## config.mk

```make
export PLATFORM = sky130hd
export DESIGN_NAME = virtual_timer_bank_flat
export DESIGN_NICKNAME = d
export VERILOG_FILES = /design/src/rtl/vtb_pkg.sv /design/src/rtl/vtb_if.sv /design/src/rtl/vtb_cell.sv /design/src/rtl/vtb_ctrl.sv /design/src/rtl/virtual_timer_bank.sv /design/src/flat_wrapper.sv
export SDC_FILE = /design/constraint.sdc
export NUM_CORES = 1
export LEC_CHECK = 0
export BUFFER_PORTS_ARGS = -buffer_cell sky130_fd_sc_hd__buf_2
export CAP_MARGIN = 10
export CORE_UTILIZATION = 65
export CTS_CLUSTER_SIZE = 30
export DETAILED_ROUTE_END_ITERATION = 6
export PLACE_DENSITY = 0.84
export SYNTH_ARGS = -nofsm -noshare
export SYNTH_HDL_FRONTEND = slang
export SYNTH_HIERARCHICAL = 1
export SYNTH_SLANG_ARGS = --single-unit
```

## constraint.sdc

```tcl
create_clock -name clk -period 7.7 [get_ports clk]
set_input_delay 1.54 -clock clk [delete_from_list [all_inputs] [get_ports clk]]
set_output_delay 1.54 -clock clk [all_outputs]
set_load 0.01 [all_outputs]
```

## src/rtl/vtb_pkg.sv

```systemverilog
// Shared types and constants for the virtual timer bank.
`default_nettype none

package vtb_pkg;

    localparam int TIMER_COUNT = 8;
    localparam int POS_W       = (TIMER_COUNT > 1) ? $clog2(TIMER_COUNT) : 1;
    localparam int DELAY_W     = 32;
    localparam int HANDLE_W    = 8;
    localparam int SLOT_W      = 3;

    localparam logic CMD_TICK     = 1'b0;
    localparam logic CMD_SCHEDULE = 1'b1;

    localparam logic KIND_REPLY  = 1'b0;
    localparam logic KIND_EXPIRY = 1'b1;

    typedef enum logic [1:0] {
        VTB_IDLE,
        VTB_SCAN,
        VTB_DONE
    } vtb_state_t;

    // Controller to every cell.
    typedef struct packed {
        logic                shift;
        logic                start;
        logic                cmd;
        logic [DELAY_W-1:0]  delay;
        logic [HANDLE_W-1:0] handle;
    } vtb_bcast_t;

    // Chain back to controller.
    typedef struct packed {
        logic                hit;
        logic [HANDLE_W-1:0] action;
        logic                tok_last;
        logic                found_last;
    } vtb_stat_t;

endpackage

`default_nettype wire

```

## src/rtl/vtb_if.sv

```systemverilog
// Request and response channel interfaces of the virtual timer bank.
`default_nettype none

interface vtb_req_if;
    import vtb_pkg::*;
    logic                valid;
    logic                ready;
    logic                command;
    logic [DELAY_W-1:0]  delay;
    logic [HANDLE_W-1:0] handle;

    modport source (output valid, command, delay, handle, input ready);
    modport sink   (input valid, command, delay, handle, output ready);
endinterface

interface vtb_rsp_if;
    import vtb_pkg::*;
    logic                valid;
    logic                ready;
    logic                kind;
    logic                accepted;
    logic [SLOT_W-1:0]   slot;
    logic [HANDLE_W-1:0] action;
    logic                last;

    modport source (output valid, kind, accepted, slot, action, last, input ready);
    modport sink   (input valid, kind, accepted, slot, action, last, output ready);
endinterface

`default_nettype wire

```

## src/rtl/vtb_cell.sv

```systemverilog
// One timer slot: countdown, handle, and the travelling scan token.
`default_nettype none

module vtb_cell
    import vtb_pkg::*;
(
    input  wire logic                clk,
    input  wire logic                rst_n,
    input  wire vtb_bcast_t          bcast,
    input  wire logic                tok_in,
    input  wire logic                found_in,
    output logic                     tok_out,
    output logic                     found_out,
    output logic                     hit,
    output logic [HANDLE_W-1:0]      action
);

    logic [DELAY_W-1:0]  rem_reg;
    logic [HANDLE_W-1:0] handle_reg;
    logic                token_reg;
    logic                found_reg;
    logic                sched_hit;
    logic                tick_hit;

    assign tick_hit  = token_reg && (bcast.cmd == CMD_TICK) && (rem_reg == DELAY_W'(1));
    assign sched_hit = token_reg && (bcast.cmd == CMD_SCHEDULE) && !found_reg
                       && (rem_reg == '0);
    assign hit       = tick_hit || sched_hit;
    assign action    = tick_hit ? handle_reg : '0;
    assign tok_out   = token_reg;
    assign found_out = found_reg || sched_hit;

    always_ff @(posedge clk or negedge rst_n)
    begin
        if (!rst_n)
        begin
            rem_reg   <= '0;
            token_reg <= 1'b0;
            found_reg <= 1'b0;
        end
        else if (bcast.shift)
        begin
            token_reg <= tok_in;
            found_reg <= found_in;
            if (token_reg && (bcast.cmd == CMD_TICK) && (rem_reg != '0))
            begin
                rem_reg <= rem_reg - DELAY_W'(1);
            end
            else if (sched_hit)
            begin
                rem_reg <= bcast.delay;
            end
        end
    end

    // handle store: no reset, written on a successful schedule
    always_ff @(posedge clk)
    begin
        if (bcast.shift && sched_hit)
        begin
            handle_reg <= bcast.handle;
        end
    end

endmodule

`default_nettype wire

```

## src/rtl/vtb_ctrl.sv

```systemverilog
// Scan sequencer, result hold stage and output register.
`default_nettype none

module vtb_ctrl
    import vtb_pkg::*;
(
    input  wire logic     clk,
    input  wire logic     rst_n,
    vtb_req_if.sink       req,
    vtb_rsp_if.source     rsp,
    output vtb_bcast_t    bcast,
    input  wire vtb_stat_t stat
);

    vtb_state_t          state_reg, state_next;
    logic                cmd_reg, cmd_next;
    logic [DELAY_W-1:0]  delay_reg, delay_next;
    logic [HANDLE_W-1:0] handle_reg, handle_next;
    logic [POS_W-1:0]    pos_reg, pos_next;
    logic                found_reg, found_next;
    logic                pend_valid_reg, pend_valid_next;
    logic [SLOT_W-1:0]   pend_slot_reg, pend_slot_next;
    logic [HANDLE_W-1:0] pend_action_reg, pend_action_next;
    logic                out_valid_reg, out_valid_next;
    logic                out_kind_reg, out_kind_next;
    logic                out_acc_reg, out_acc_next;
    logic [SLOT_W-1:0]   out_slot_reg, out_slot_next;
    logic [HANDLE_W-1:0] out_action_reg, out_action_next;
    logic                out_last_reg, out_last_next;

    logic accept;
    logic out_free;
    logic scan_step;

    assign out_free  = !out_valid_reg || rsp.ready;
    assign req.ready = (state_reg == VTB_IDLE);
    assign accept    = req.valid && req.ready;
    assign scan_step = (state_reg == VTB_SCAN) && out_free;

    assign bcast.shift  = accept || scan_step;
    assign bcast.start  = accept;
    assign bcast.cmd    = cmd_reg;
    assign bcast.delay  = delay_reg;
    assign bcast.handle = handle_reg;

    assign rsp.valid    = out_valid_reg;
    assign rsp.kind     = out_kind_reg;
    assign rsp.accepted = out_acc_reg;
    assign rsp.slot     = out_slot_reg;
    assign rsp.action   = out_action_reg;
    assign rsp.last     = out_last_reg;

    always_comb
    begin
        state_next = state_reg;
        case (state_reg)
            VTB_IDLE: if (accept) state_next = VTB_SCAN;
            VTB_SCAN: if (scan_step && stat.tok_last) state_next = VTB_DONE;
            VTB_DONE: if (out_free) state_next = VTB_IDLE;
            default:  state_next = VTB_IDLE;
        endcase
    end

    always_comb
    begin
        cmd_next         = cmd_reg;
        delay_next       = delay_reg;
        handle_next      = handle_reg;
        pos_next         = pos_reg;
        found_next       = found_reg;
        pend_valid_next  = pend_valid_reg;
        pend_slot_next   = pend_slot_reg;
        pend_action_next = pend_action_reg;
        out_valid_next   = out_valid_reg && !rsp.ready;
        out_kind_next    = out_kind_reg;
        out_acc_next     = out_acc_reg;
        out_slot_next    = out_slot_reg;
        out_action_next  = out_action_reg;
        out_last_next    = out_last_reg;

        case (state_reg)
            VTB_IDLE:
            begin
                if (accept)
                begin
                    cmd_next    = req.command;
                    delay_next  = req.delay;
                    handle_next = req.handle;
                    pos_next    = '0;
                    found_next  = 1'b0;
                end
            end
            VTB_SCAN:
            begin
                if (scan_step)
                begin
                    pos_next = pos_reg + POS_W'(1);
                    if (stat.tok_last)
                    begin
                        found_next = stat.found_last;
                    end
                    if (stat.hit && (cmd_reg == CMD_SCHEDULE))
                    begin
                        out_valid_next  = 1'b1;
                        out_kind_next   = KIND_REPLY;
                        out_acc_next    = 1'b1;
                        out_slot_next   = SLOT_W'(pos_reg);
                        out_action_next = '0;
                        out_last_next   = 1'b1;
                    end
                    else if (stat.hit)
                    begin
                        // earlier expiry is not the last one: release it
                        if (pend_valid_reg)
                        begin
                            out_valid_next  = 1'b1;
                            out_kind_next   = KIND_EXPIRY;
                            out_acc_next    = 1'b1;
                            out_slot_next   = pend_slot_reg;
                            out_action_next = pend_action_reg;
                            out_last_next   = 1'b0;
                        end
                        pend_valid_next  = 1'b1;
                        pend_slot_next   = SLOT_W'(pos_reg);
                        pend_action_next = stat.action;
                    end
                end
            end
            VTB_DONE:
            begin
                if (out_free)
                begin
                    if (pend_valid_reg)
                    begin
                        out_valid_next  = 1'b1;
                        out_kind_next   = KIND_EXPIRY;
                        out_acc_next    = 1'b1;
                        out_slot_next   = pend_slot_reg;
                        out_action_next = pend_action_reg;
                        out_last_next   = 1'b1;
                        pend_valid_next = 1'b0;
                    end
                    else if ((cmd_reg == CMD_SCHEDULE) && !found_reg)
                    begin
                        out_valid_next  = 1'b1;
                        out_kind_next   = KIND_REPLY;
                        out_acc_next    = 1'b0;
                        out_slot_next   = '0;
                        out_action_next = '0;
                        out_last_next   = 1'b1;
                    end
                end
            end
            default:
            begin
                pend_valid_next = 1'b0;
            end
        endcase
    end

    always_ff @(posedge clk or negedge rst_n)
    begin
        if (!rst_n)
        begin
            state_reg      <= VTB_IDLE;
            pend_valid_reg <= 1'b0;
            out_valid_reg  <= 1'b0;
        end
        else
        begin
            state_reg      <= state_next;
            pend_valid_reg <= pend_valid_next;
            out_valid_reg  <= out_valid_next;
        end
    end

    always_ff @(posedge clk)
    begin
        cmd_reg         <= cmd_next;
        delay_reg       <= delay_next;
        handle_reg      <= handle_next;
        pos_reg         <= pos_next;
        found_reg       <= found_next;
        pend_slot_reg   <= pend_slot_next;
        pend_action_reg <= pend_action_next;
        out_kind_reg    <= out_kind_next;
        out_acc_reg     <= out_acc_next;
        out_slot_reg    <= out_slot_next;
        out_action_reg  <= out_action_next;
        out_last_reg    <= out_last_next;
    end

endmodule

`default_nettype wire

```

## src/rtl/virtual_timer_bank.sv

```systemverilog
// Virtual timer bank top level: slot cell chain plus sequencer.
//
// Usage:
//  req channel carries transactions with command (tick or schedule), delay and
//  handle. rsp channel returns results: kind, accepted, slot, action, last.
//  A schedule yields exactly one reply (last set); a tick yields one expiry
//  per slot whose count reaches zero, ascending by slot, the final one with
//  last set, or nothing if no slot expires.
//  Timing: a token walks the cell chain one slot per cycle while rsp is not
//  stalled; each request passes through one load step, TIMER_COUNT scan
//  steps and one closing step. When the first result appears depends on
//  the slot that reports it.
//  req.ready is high only while idle, not during the scan or closing step; a result still
//  sitting in the output register does not hold off a new request.
//  Stall: while rsp.ready is low with a result waiting, the scan freezes in
//  place and resumes once the result is taken; nothing is lost or repeated.
//  Reset: all counts clear (every slot free), no token, no result pending.
//  Stored handles are not cleared; they are written on each accepted schedule.
`default_nettype none

module virtual_timer_bank
    import vtb_pkg::*;
(
    input  wire logic clk,
    input  wire logic rst_n,
    vtb_req_if.sink   req,
    vtb_rsp_if.source rsp
);

    vtb_bcast_t          bcast;
    vtb_stat_t           stat;
    logic [TIMER_COUNT:0] tok_chain;
    logic [TIMER_COUNT:0] found_chain;
    logic [TIMER_COUNT-1:0] cell_hit;
    logic [HANDLE_W-1:0] cell_action [TIMER_COUNT];
    logic                any_hit;
    logic [HANDLE_W-1:0] any_action;

    // token enters slot 0 on acceptance; nothing placed yet
    assign tok_chain[0]   = bcast.start;
    assign found_chain[0] = 1'b0;

    for (genvar g = 0; g < TIMER_COUNT; g++)
    begin : g_cell
        vtb_cell u_cell (
            .clk       (clk),
            .rst_n     (rst_n),
            .bcast     (bcast),
            .tok_in    (tok_chain[g]),
            .found_in  (found_chain[g]),
            .tok_out   (tok_chain[g+1]),
            .found_out (found_chain[g+1]),
            .hit       (cell_hit[g]),
            .action    (cell_action[g])
        );
    end

    // only the token holder can report, so an OR gathers its result
    always_comb
    begin
        any_hit    = 1'b0;
        any_action = '0;
        for (int i = 0; i < TIMER_COUNT; i++)
        begin
            any_hit    = any_hit | cell_hit[i];
            any_action = any_action | cell_action[i];
        end
    end

    assign stat.hit        = any_hit;
    assign stat.action     = any_action;
    assign stat.tok_last   = tok_chain[TIMER_COUNT];
    assign stat.found_last = found_chain[TIMER_COUNT];

    vtb_ctrl u_ctrl (
        .clk   (clk),
        .rst_n (rst_n),
        .req   (req),
        .rsp   (rsp),
        .bcast (bcast),
        .stat  (stat)
    );

endmodule

`default_nettype wire

```

## src/flat_wrapper.sv

```systemverilog
// flat-port wrapper written by rule: the top's interface ports become plain ports
module virtual_timer_bank_flat import vtb_pkg::*;
  (clk, rst_n, req_valid, req_command, req_delay, req_handle, req_ready, rsp_valid, rsp_kind, rsp_accepted, rsp_slot, rsp_action, rsp_last, rsp_ready);
  vtb_req_if req_i ();
  vtb_rsp_if rsp_i ();
  input  wire logic clk;
  input  wire logic rst_n;
  input wire logic [$bits(req_i.valid)-1:0] req_valid;
  input wire logic [$bits(req_i.command)-1:0] req_command;
  input wire logic [$bits(req_i.delay)-1:0] req_delay;
  input wire logic [$bits(req_i.handle)-1:0] req_handle;
  output wire logic [$bits(req_i.ready)-1:0] req_ready;
  output wire logic [$bits(rsp_i.valid)-1:0] rsp_valid;
  output wire logic [$bits(rsp_i.kind)-1:0] rsp_kind;
  output wire logic [$bits(rsp_i.accepted)-1:0] rsp_accepted;
  output wire logic [$bits(rsp_i.slot)-1:0] rsp_slot;
  output wire logic [$bits(rsp_i.action)-1:0] rsp_action;
  output wire logic [$bits(rsp_i.last)-1:0] rsp_last;
  input wire logic [$bits(rsp_i.ready)-1:0] rsp_ready;
  assign req_i.valid = req_valid;
  assign req_i.command = req_command;
  assign req_i.delay = req_delay;
  assign req_i.handle = req_handle;
  assign req_ready = req_i.ready;
  assign rsp_valid = rsp_i.valid;
  assign rsp_kind = rsp_i.kind;
  assign rsp_accepted = rsp_i.accepted;
  assign rsp_slot = rsp_i.slot;
  assign rsp_action = rsp_i.action;
  assign rsp_last = rsp_i.last;
  assign rsp_i.ready = rsp_ready;
  virtual_timer_bank u_core (.clk(clk), .rst_n(rst_n), .req(req_i), .rsp(rsp_i));
endmodule
```

# Word-level counts from Yosys, hierarchy flattened
# Index checks and enable logic that the tools add are counted.
[op_classes]
n_addsub = 9
eq_ne = 20
n_mux = 83
bitwise_logic = 17
reduce_logical = 130
[op_table]
columns = ["cell", "count"]
rows = [
  ["2-to-1 mux 32 bit", 16],
  ["equality test 32 x 1 -> 1 bit, second input constant", 8],
  ["logical NOT 32 bit", 8],
  ["nonzero test 32 bit", 8],
  ["subtractor 32 x 1 -> 32 bit, second input constant", 8],
  ["2-to-1 mux 8 bit", 15],
  ["logical AND 1 bit", 61],
  ["bitwise OR 8 bit", 7],
  ["2-to-1 mux 1 bit", 30],
  ["2-to-1 mux 3 bit", 9],
  ["nonzero test 2 bit", 10],
  ["AND reduction 2 bit", 9],
  ["logical OR 1 bit", 17],
  ["one-hot mux 8 bit (2 select lines)", 1],
  ["one-hot mux 3 bit (2 select lines)", 2],
  ["logical NOT 1 bit", 10],
  ["one-hot mux 1 bit (2 select lines)", 5],
  ["inequality test 2 x 1 -> 1 bit, second input constant", 4],
  ["AND reduction 4 bit", 2],
  ["bitwise OR 1 bit", 7],
  ["2-to-1 mux 2 bit", 3],
  ["inequality test 2 bit, second input constant", 3],
  ["one-hot mux 2 bit (3 select lines)", 1],
  ["AND reduction 3 bit", 2],
  ["other kinds (11)", 13],
]
[totals]
ff_bits = 409
input_bits = 45
output_inout_bits = 16
word_cells = 305

# Logic depth before layout (Yosys ltp)
# Gate-level depths: netlist of run 1.
[logic_depth]
depth_word = 15
ltp_mapped = 13
mapped_depth_nobuf = 12

# Hierarchy
# Netlist of run 1, hierarchy kept.
[modules_own_cells]
columns = ["mod", "instances", "cells_each", "area_each_um2", "seq_area_each_um2"]
rows = [
  ["vtb_cell (u_core.g_cell[0].u_cell ...)", 4, 302, 2705.1, 1091.0],
  ["vtb_cell (u_core.g_cell[4].u_cell ...)", 3, 284, 2577.5, 1091.0],
  ["vtb_cell (u_core.g_cell[7].u_cell)", 1, 295, 2746.4, 1091.0],
  ["vtb_ctrl", 1, 145, 2696.3, 2202.1],
  ["virtual_timer_bank", 1, 28, 150.1, 0.0],
]

# Least setup slack after synthesis of run 1
# No wires, ideal clock.
[synth_path]
path_type = "input port to flip-flop"
from = "in req_valid"
to = "reg u_core.g_cell[4].u_cell.rem_reg[4]"
setup_time_ns = 0.087
arrival_time_ns = 5.318
t_required_ns = 7.613
setup_slack_ns = 2.295
stages = 8
path_buffers = 1
path_cell_list = "inv_1 -> o21ai_0 -> nand2_1 -> nor2_1 -> mux2_2 -> clkbuf_1 -> o21ai_0 -> a22oi_1"
[synth_lines]
columns = ["item", "line", "rtl"]
rows = [
  ["start, declared", "flat_wrapper.sv:8", "input wire logic [$bits(req_i.valid)-1:0] req_valid;"],
  ["end signal, assigned", "vtb_cell.sv:47", "rem_reg <= rem_reg - DELAY_W'(1);"],
  ["end signal, assigned", "vtb_cell.sv:51", "rem_reg <= bcast.delay;"],
  ["end, declared", "vtb_cell.sv:18", "logic [DELAY_W-1:0] rem_reg;"],
]

# Worst setup path after layout of run 1
[layout_path]
from = "reg u_core.g_cell[4].u_cell.rem_reg[16]"
to = "reg u_core.u_ctrl.out_action_reg[1] (netlist: u_core/u_ctrl/rsp.action[1]), enable pin"
[layout_via]
elab_chain_len = 10
elab_cells_between_ends = 13
classes_between = "eq/ne (3); bitwise (4); reduce/logical (6)"
[layout_lines]
columns = ["item", "line", "rtl"]
rows = [
  ["equality test 32 x 1 -> 1 bit / logical NOT 32 bit (equally long branches)", "vtb_cell.sv:25, vtb_cell.sv:27", ""],
  ["logical AND 1 bit (on tied branches)", "vtb_cell.sv:25, vtb_cell.sv:27", ""],
  ["logical OR 1 bit (*)", "vtb_cell.sv:28", "assign hit = tick_hit || sched_hit;"],
  ["net u_core.cell_hit[4]", "virtual_timer_bank.sv:34", "logic [TIMER_COUNT-1:0] cell_hit;"],
  ["bitwise OR 1 bit (*) (4 in a row)", "virtual_timer_bank.sv:65", "any_hit = any_hit | cell_hit[i];"],
  ["net u_core.any_hit", "virtual_timer_bank.sv:36", "logic any_hit;"],
  ["logical AND 1 bit", "vtb_ctrl.sv:102", "if (stat.hit && (cmd_reg == CMD_SCHEDULE))"],
  ["inequality test 3 x 1 -> 1 bit (no source line) / inequality test 3 x 2 -> 1 bit (equally long branches)", "--", ""],
  ["AND reduction 6 bit (no source line) (*)", "--", ""],
  ["end signal, assigned", "vtb_ctrl.sv:189", "out_action_reg <= out_action_next;"],
  ["end, declared", "vtb_ctrl.sv:28", "logic [HANDLE_W-1:0] out_action_reg, out_action_next;"],
]
# The timed path passes the listed nets; every way through them passes the cells marked *.
# A chain may end at the register's enable or synchronous reset.

==> results of run 1 <==
-- worst max-delay path: cells and delay by family (launching register included) --
| kind | cells | cell delay [ns] |
|---|---|---|
| simple gates | 7 | 2.87 |
| flops | 1 | 0.44 |
| compound gates | 2 | 1.12 |
-- layer usage --
layer / wire [um] / share of wire / GRT usage / vias to the layer above
li1: - / - / - / 9572
met1: 28200 / 0.39 / 0.508 / 10591
met2: 31900 / 0.44 / 0.570 / 1371
met3: 7880 / 0.11 / 0.0862 / 323
met4: 5020 / 0.069 / 0.249 / 4
met5: 22 / 0.00030 / 0 / -
-- path summary, 6_finish.rpt --
kind,startpoint,endpoint,cells past startpoint
setup / recovery,u_core/g_cell[4].u_cell/rem_reg[16],u_core/u_ctrl/rsp.action[1],9
hold / removal,u_core/g_cell[5].u_cell/rem_reg[19],u_core/g_cell[5].u_cell/rem_reg[19],1
setup reg to reg,u_core/g_cell[4].u_cell/rem_reg[16],u_core/u_ctrl/rsp.action[1],9
hold reg to reg,u_core/g_cell[5].u_cell/rem_reg[19],u_core/g_cell[5].u_cell/rem_reg[19],1
max in group asynchronous,rst_n,u_core/g_cell[1].u_cell/rem_reg[16],2
min in group asynchronous,rst_n,u_core/g_cell[5].u_cell/rem_reg[9],1
-- cell type report --
class | count | area (um2)
Clock inverter | 25 | 205
Clock buffer | 55 | 1170
Antenna cell | 1 | 2.50
Multi-Input combinational cell | 1876 | 12100
Tap cell | 468 | 586
Inverter | 93 | 349
Timing Repair Buffer | 94 | 578
Fill cell | 2660 | 10700
Sequential cell | 410 | 10900
-- logic make-up after synthesis --
family / count (synthesis) / share of synthesized area
XOR/XNOR: 1 / 0.000363
adder cells (fa/ha/maj): 20 / 0.0104
buffers and inverters: 242 / 0.0457
AND/OR/NAND/NOR: 1024 / 0.237
multiplexers: 148 / 0.0625
other: 1 / 0.000155
flip-flops: 410 / 0.453
AO/OA/AOI/OAI: 682 / 0.191
-- report_power, final --
part / switching (uW) / internal, uW / total, uW
Clock: 920 / 1160 / 2080
Sequential: 34.7 / 2270 / 2310
Combinational: 53.9 / 36.0 / 89.9
Total: 1010 / 3460 / 4470
-- cell usage in the layout (no fill, tap or decap), types with 38 or more instances in the layout --
master,n
sky130_fd_sc_hd__o2bb2ai_1,100
sky130_fd_sc_hd__or3_1,45
sky130_fd_sc_hd__mux2i_1,126
sky130_fd_sc_hd__clkbuf_16,45
sky130_fd_sc_hd__and2_1,84
sky130_fd_sc_hd__nor3_1,161
sky130_fd_sc_hd__dfrtp_1,276
sky130_fd_sc_hd__nand3_1,50
sky130_fd_sc_hd__edfxtp_1,134
sky130_fd_sc_hd__nor2_1,184
sky130_fd_sc_hd__o21ai_0,158
sky130_fd_sc_hd__buf_2,59
sky130_fd_sc_hd__nand2_1,138
sky130_fd_sc_hd__inv_1,93
sky130_fd_sc_hd__nand4_1,59
sky130_fd_sc_hd__nor4_1,93
sky130_fd_sc_hd__a22oi_1,38
sky130_fd_sc_hd__a2bb2oi_1,46
sky130_fd_sc_hd__a21oi_1,130
-- through the flow --
stage | hold WS (ns) | cell area (um2) | setup slack [ns]
finish | 0.483 | 26000 | 2.88
CTS | 0.485 | 26000 | 3.07
global placement | 0.465 | 24600 | 3.23
floorplan | 0.449 | 24100 | 2.30
global route | 0.497 | 26000 | 2.54
detailed placement | 0.472 | 24600 | 3.09
==> results.sh, run 1 <==
export IMPL_run_status="complete, no violations"
export IMPL_dieWidth_um=195
export IMPL_worst_skew_pair_late_latency_ns=0.59
export IMPL_core_area_mm2=0.0366
export IMPL_crit_slowest_cell="sky130_fd_sc_hd__a221oi_2"
export IMPL_final_cell_count_no_fill=3022
export IMPL_final_layout_size_suffix_gt1_frac=0.117
export IMPL_numCtsBuffers=44
export IMPL_num_rows=70
export IMPL_drt_iter0_drc=3203
export IMPL_power_density_mw_per_mm2=172
export IMPL_fin_total_pwr_uw=4470
export IMPL_port_buffers=60
export IMPL_vias=21861
export IMPL_antenna_violating_nets_post_route=0
export IMPL_global_route_usage_total=0.383
export IMPL_fp_dieH_um=195
export IMPL_clock_sinks=410
export IMPL_cts_resized_gates=0
export IMPL_timing_worst_slew_pin_value_ns=1.29
export IMPL_hold_path_class="register to register"
export IMPL_clk_pin_slew_ns=0.06
export IMPL_worst_setup_path_start_kind="register"
export IMPL_placedCellCount=2941
export IMPL_route_detailed_drc=0
export IMPL_postSynthRegisterBits=410
export IMPL_cpMostUsedCell="sky130_fd_sc_hd__nor4_1"
export IMPL_die_outline_area_mm2=0.0379
export IMPL_synth_cells=2528
export IMPL_initial_standard_cell_utilization_of_the_core=0.660
export IMPL_design_portCount=61
export IMPL_final_period_demand_of_the_worst_path_ns=4.82
export IMPL_finish_utilization=0.709
export IMPL_reg2reg_slack_ns=2.88
export IMPL_synth_edff_count=134
export IMPL_ctsHtreeMaxLevel=2
export IMPL_timing_fmax_mhz=207
export IMPL_tritoncts="done"
export IMPL_maxCapViolations=0
export IMPL_rsz0062_at_grt="false"
export IMPL_maxSlewViolCount=0
export IMPL_grt_start_max_net_pins=149
export IMPL_setup_worst_path_end_class="register"
export IMPL_type_of_the_setup_path_with_the_least_slack="register to register"
export IMPL_yosys_cell_count_top_type="sky130_fd_sc_hd__dfrtp_1"
export IMPL_finalNetCount=2584
export IMPL_synth_area_per_cell_um2=9.55
export IMPL_route_detailed_wl_per_inst_um=24.2
export IMPL_timing_final_crit_share=0.627
export IMPL_ys_top_cells_by_area="sky130_fd_sc_hd__dfrtp_1, sky130_fd_sc_hd__edfxtp_1, sky130_fd_sc_hd__mux2i_1, sky130_fd_sc_hd__o2bb2ai_1, sky130_fd_sc_hd__nor3_1"
export IMPL_worst_clock_skew_ns=0.0256
export IMPL_worst_slew_margin_rel=0.133
export IMPL_setup_violations=0
export IMPL_dominantRegCellSynth="sky130_fd_sc_hd__dfrtp_1"
export IMPL_totalNegativeSetupSlack_ns=0
export IMPL_synthArstFlopShare=0.673
export IMPL_post_synth_design_cell_area_mm2=0.0241
export IMPL_critPathMaxFanout=14
export IMPL_detail_route_wirelength_mm=73.1
export IMPL_synth_warnings=6
export IMPL_total_of_hold_buffers_inserted_after_clock_tree_synthesis=0
export IMPL_largest_voltage_drop_on_the_vdd_net_uv=189
export IMPL_worst_path_cell_trace="or4_1, nor4_1, nand4_1, nor3_1, or2_2, nor4_1, nand2_1, o211ai_1, a221oi_2"
export IMPL_synthDominantCellAreaShare=0.286
export IMPL_cts_post_setup_buffers_inserted=0
export IMPL_largest_register_ff_count=256
export IMPL_synth_yosys_seq_area_share=0.453
export IMPL_firstDrtPassIters=6
export IMPL_grt_first_pass_wirelength_mm=114
export IMPL_synthTopCellsByCount="sky130_fd_sc_hd__dfrtp_1, sky130_fd_sc_hd__nor2_1, sky130_fd_sc_hd__nor3_1"
export IMPL_synth_area_leader_cell="sky130_fd_sc_hd__dfrtp_1"
export IMPL_clockRootBuffer="sky130_fd_sc_hd__clkbuf_16"
export IMPL_via_per_inst=7.23
export IMPL_overflow=0
export IMPL_post_dp_hpwl_mm=44.8
export IMPL_post_synth_net_total=2593
export IMPL_ctsLongestPathBuffers=3
export IMPL_areaGrowthSynthToFinish_pct=7.51
export IMPL_worst_ep_arrival_time_ns=5.02
export IMPL_number_of_antenna_violations_at_the_first_check_in_global_routing=4
export IMPL_synth_cell_types=83
export IMPL_first_global_vias=20440
export IMPL_crit_path_max_incr_delay_ns=0.97
export IMPL_worst_path_required_ns=7.90
export IMPL_leakage_uw=0.00992
export IMPL_gp_routability_congestion=0.945
export IMPL_hold_viol_final=0
No activity file was read; power rests on OpenSTA's default activity.
==> run 2, diff against run 1 <==
CORE_UTILIZATION = 64   (was 65)
PLACE_DENSITY = 0.83   (was 0.84)
clock period = 4.52 ns   (was 7.7 ns; I/O delays follow)
==> run 2 against run 1 <==
Against the previous run:
- the run now ends with DRC left
- via count is 0.22% lower
- sequential cell count stayed put
- wire length is 1.3% higher
- cell area is 1.5% higher
- sequential power is 70% higher
- worst setup slack worse by 2.4 ns
- power is 77% higher
- fmax is 20% higher
- die area is 1.5% higher
==> results.sh, run 2 (synthesis gave the netlist of run 1 again) <==
export IMPL_run_status="finished, violations left"
export IMPL_violations="DRC"
export IMPL_final_common_cell="sky130_fd_sc_hd__dfrtp_1"
export IMPL_maxCapViolations=0
export IMPL_totalNegativeSetupSlack_ns=0
export IMPL_hold_path_class="primary input to asynchronous set/reset pin"
export IMPL_clockRootBuffer="sky130_fd_sc_hd__clkbuf_16"
export IMPL_leakage_uw=0.0101
export IMPL_worst_skew_pair_late_latency_ns=0.59
export IMPL_die_outline_area_mm2=0.0385
export IMPL_worst_clock_skew_ns=0.0278
export IMPL_tritoncts="done"
export IMPL_numCtsBuffers=46
export IMPL_detail_route_wirelength_mm=74.0
export IMPL_ctsLongestPathBuffers=3
export IMPL_cts_resized_gates=0
export IMPL_overflow=0
export IMPL_final_cell_area_mm2=0.0263
export IMPL_dp_worst_setup_slack_ns=0.663
export IMPL_dieWidth_um=196
export IMPL_fin_hold_ws_ns=0.406
export IMPL_n_fill_cell=2665
export IMPL_cpMostUsedCell="sky130_fd_sc_hd__nand2_1"
export IMPL_critPathMaxFanout=14
export IMPL_total_of_hold_buffers_inserted_after_clock_tree_synthesis=0
export IMPL_clock_sinks=410
export IMPL_num_rows=70
export IMPL_rsz0062_at_grt="false"
export IMPL_timing_worst_slew_pin_value_ns=1.19
export IMPL_worst_path_cell_trace="or3_1, nor4_4, nand2_1, nor3_1, nand2b_1, nor4_1, nand2_1, o211ai_1, a221oi_2, buf_4"
export IMPL_initial_standard_cell_utilization_of_the_core=0.655
export IMPL_finish_utilization=0.714
export IMPL_post_dp_hpwl_mm=47.1
export IMPL_largest_register_ff_count=256
export IMPL_post_route_worst_setup_slack_ns=0.516
export IMPL_worst_path_required_ns=4.80
export IMPL_worst_setup_path_start_kind="register"
export IMPL_vias=21813
export IMPL_type_of_the_setup_path_with_the_least_slack="register to register"
export IMPL_final_layout_size_suffix_gt1_frac=0.128
export IMPL_clk_pin_slew_ns=0.06
export IMPL_power_density_mw_per_mm2=301
export IMPL_setup_worst_path_end="u_core/u_ctrl/rsp.last"
export IMPL_timing_final_crit_share=0.886
export IMPL_timing_startpoint_of_the_critical_path="u_core/g_cell[2].u_cell/rem_reg[4]"
export IMPL_reg2reg_slack_ns=0.52
export IMPL_port_buffers=60
export IMPL_area_sequential_mm2=0.0109
export IMPL_areaGrowthSynthToFinish_pct=9.11
export IMPL_core_area_mm2=0.0369
export IMPL_route_detailed_wl_per_inst_um=24.0
export IMPL_design_portCount=61
export IMPL_multi_input_area_mm2=0.0121
export IMPL_dpl_instance_area_mm2=0.0248
export IMPL_layout_cells_most_common_list="sky130_fd_sc_hd__dfrtp_1, sky130_fd_sc_hd__nor2_1, sky130_fd_sc_hd__nor3_1"
export IMPL_fp_dieH_um=196
export IMPL_antenna_violating_nets_post_route=0
export IMPL_crit_path_max_incr_delay_ns=0.97
export IMPL_final_period_demand_of_the_worst_path_ns=4.00
export IMPL_crit_slowest_cell="sky130_fd_sc_hd__nor3_1"
export IMPL_setup_worst_path_end_class="register"
export IMPL_grt_first_pass_wirelength_mm=115
export IMPL_grt_start_max_net_pins=105
export IMPL_first_global_vias=20800
export IMPL_worst_ep_arrival_time_ns=4.28
export IMPL_num_antenna_cells=0
export IMPL_worst_slew_margin_rel=0.199
export IMPL_timing_reg2reg_worst_path_depth=10
export IMPL_drt_iter0_drc=2588
export IMPL_route_detailed_drc=18
export IMPL_timing_fmax_mhz=250
export IMPL_r2r_start="u_core/g_cell[2].u_cell/rem_reg[4]"
export IMPL_via_per_inst=7.08
export IMPL_largest_voltage_drop_on_the_vdd_net_uv=329
export IMPL_gp_routability_congestion=0.967
export IMPL_timing_rr_end="u_core/u_ctrl/rsp.last"
export IMPL_finalNetCount=2608
export IMPL_cts_post_setup_buffers_inserted=0
export IMPL_global_route_usage_total=0.385
export IMPL_maxSlewViolCount=0
export IMPL_hold_viol_final=0
export IMPL_ctsHtreeMaxLevel=2
export IMPL_number_of_antenna_violations_at_the_first_check_in_global_routing=2
export IMPL_setup_violations=0
export IMPL_firstDrtPassIters=7
[run 2: changes by cell type in the layout (fill, tap and decap cells not counted), sizes merged]
| cell | delta |
|---|---|
| clkbuf | +2 |
| inv | -4 |
| bufinv | +3 |
| diode | -1 |
| clkinv | +4 |
| clkinvlp | -1 |
| buf | +22 |
[run 2: area by class of cell]
type | instances | share of cell area
Tap cell | 504 | 0.0239
Clock inverter | 27 | 0.0111
Sequential cell | 410 | 0.415
Inverter | 93 | 0.0133
Clock buffer | 57 | 0.0475
Multi-Input combinational cell | 1876 | 0.461
Timing Repair Buffer | 116 | 0.0287
[run 2: metrics by stage]
step	power (uW)	instances
final	7930	3083
after global routing	8130	3083
after CTS	7960	3083
after detailed placement	4150	2999
after global placement	4140	2999
after floorplan	4050	2528
[run 2: worst min-delay path by stage]
stage / slack, ns / depth (start not counted) / start / to
2_1_floorplan: 0.45 / 1 / u_core/g_cell[4].u_cell/rem_reg[19] / u_core/g_cell[4].u_cell/rem_reg[19]
3_5_place_dp: 0.47 / 1 / u_core/g_cell[7].u_cell/rem_reg[21] / u_core/g_cell[7].u_cell/rem_reg[21]
6_report: 0.41 / 1 / rst_n / u_core/g_cell[4].u_cell/rem_reg[11]
3_3_place_gp: 0.47 / 1 / u_core/g_cell[7].u_cell/rem_reg[21] / u_core/g_cell[7].u_cell/rem_reg[21]
4_1_cts: 0.42 / 1 / rst_n / u_core/g_cell[4].u_cell/rem_reg[11]
5_1_grt: 0.47 / 1 / rst_n / u_core/g_cell[4].u_cell/rem_reg[11]
[run 2: power by group]
group / switching (uW) / internal, uW / total [uW]
Clock: 1590 / 2260 / 3850
Sequential: 57.9 / 3870 / 3930
Combinational: 95.9 / 63.3 / 159
Total: 1740 / 6190 / 7930
[run 2: worst max-delay path, delay by kind of cell (launching register included)]
kind / cells / cell delay (ns)
and+or+nand+nor: 7 / 2.59
buffers and inverters: 1 / 0.25
AOI/OAI and AO/OA: 2 / 0.43
DFF: 1 / 0.43
[run 2: metal layers]
| metal | GRT usage | vias up | part of all wire |
|---|---|---|---|
| met4 | 0.204 | 4 | 0.048 |
| met2 | 0.596 | 1347 | 0.46 |
| met5 | 0 | - | 0.00047 |
| met3 | 0.0744 | 242 | 0.11 |
| met1 | 0.517 | 10587 | 0.39 |
| li1 | - | 9633 | - |
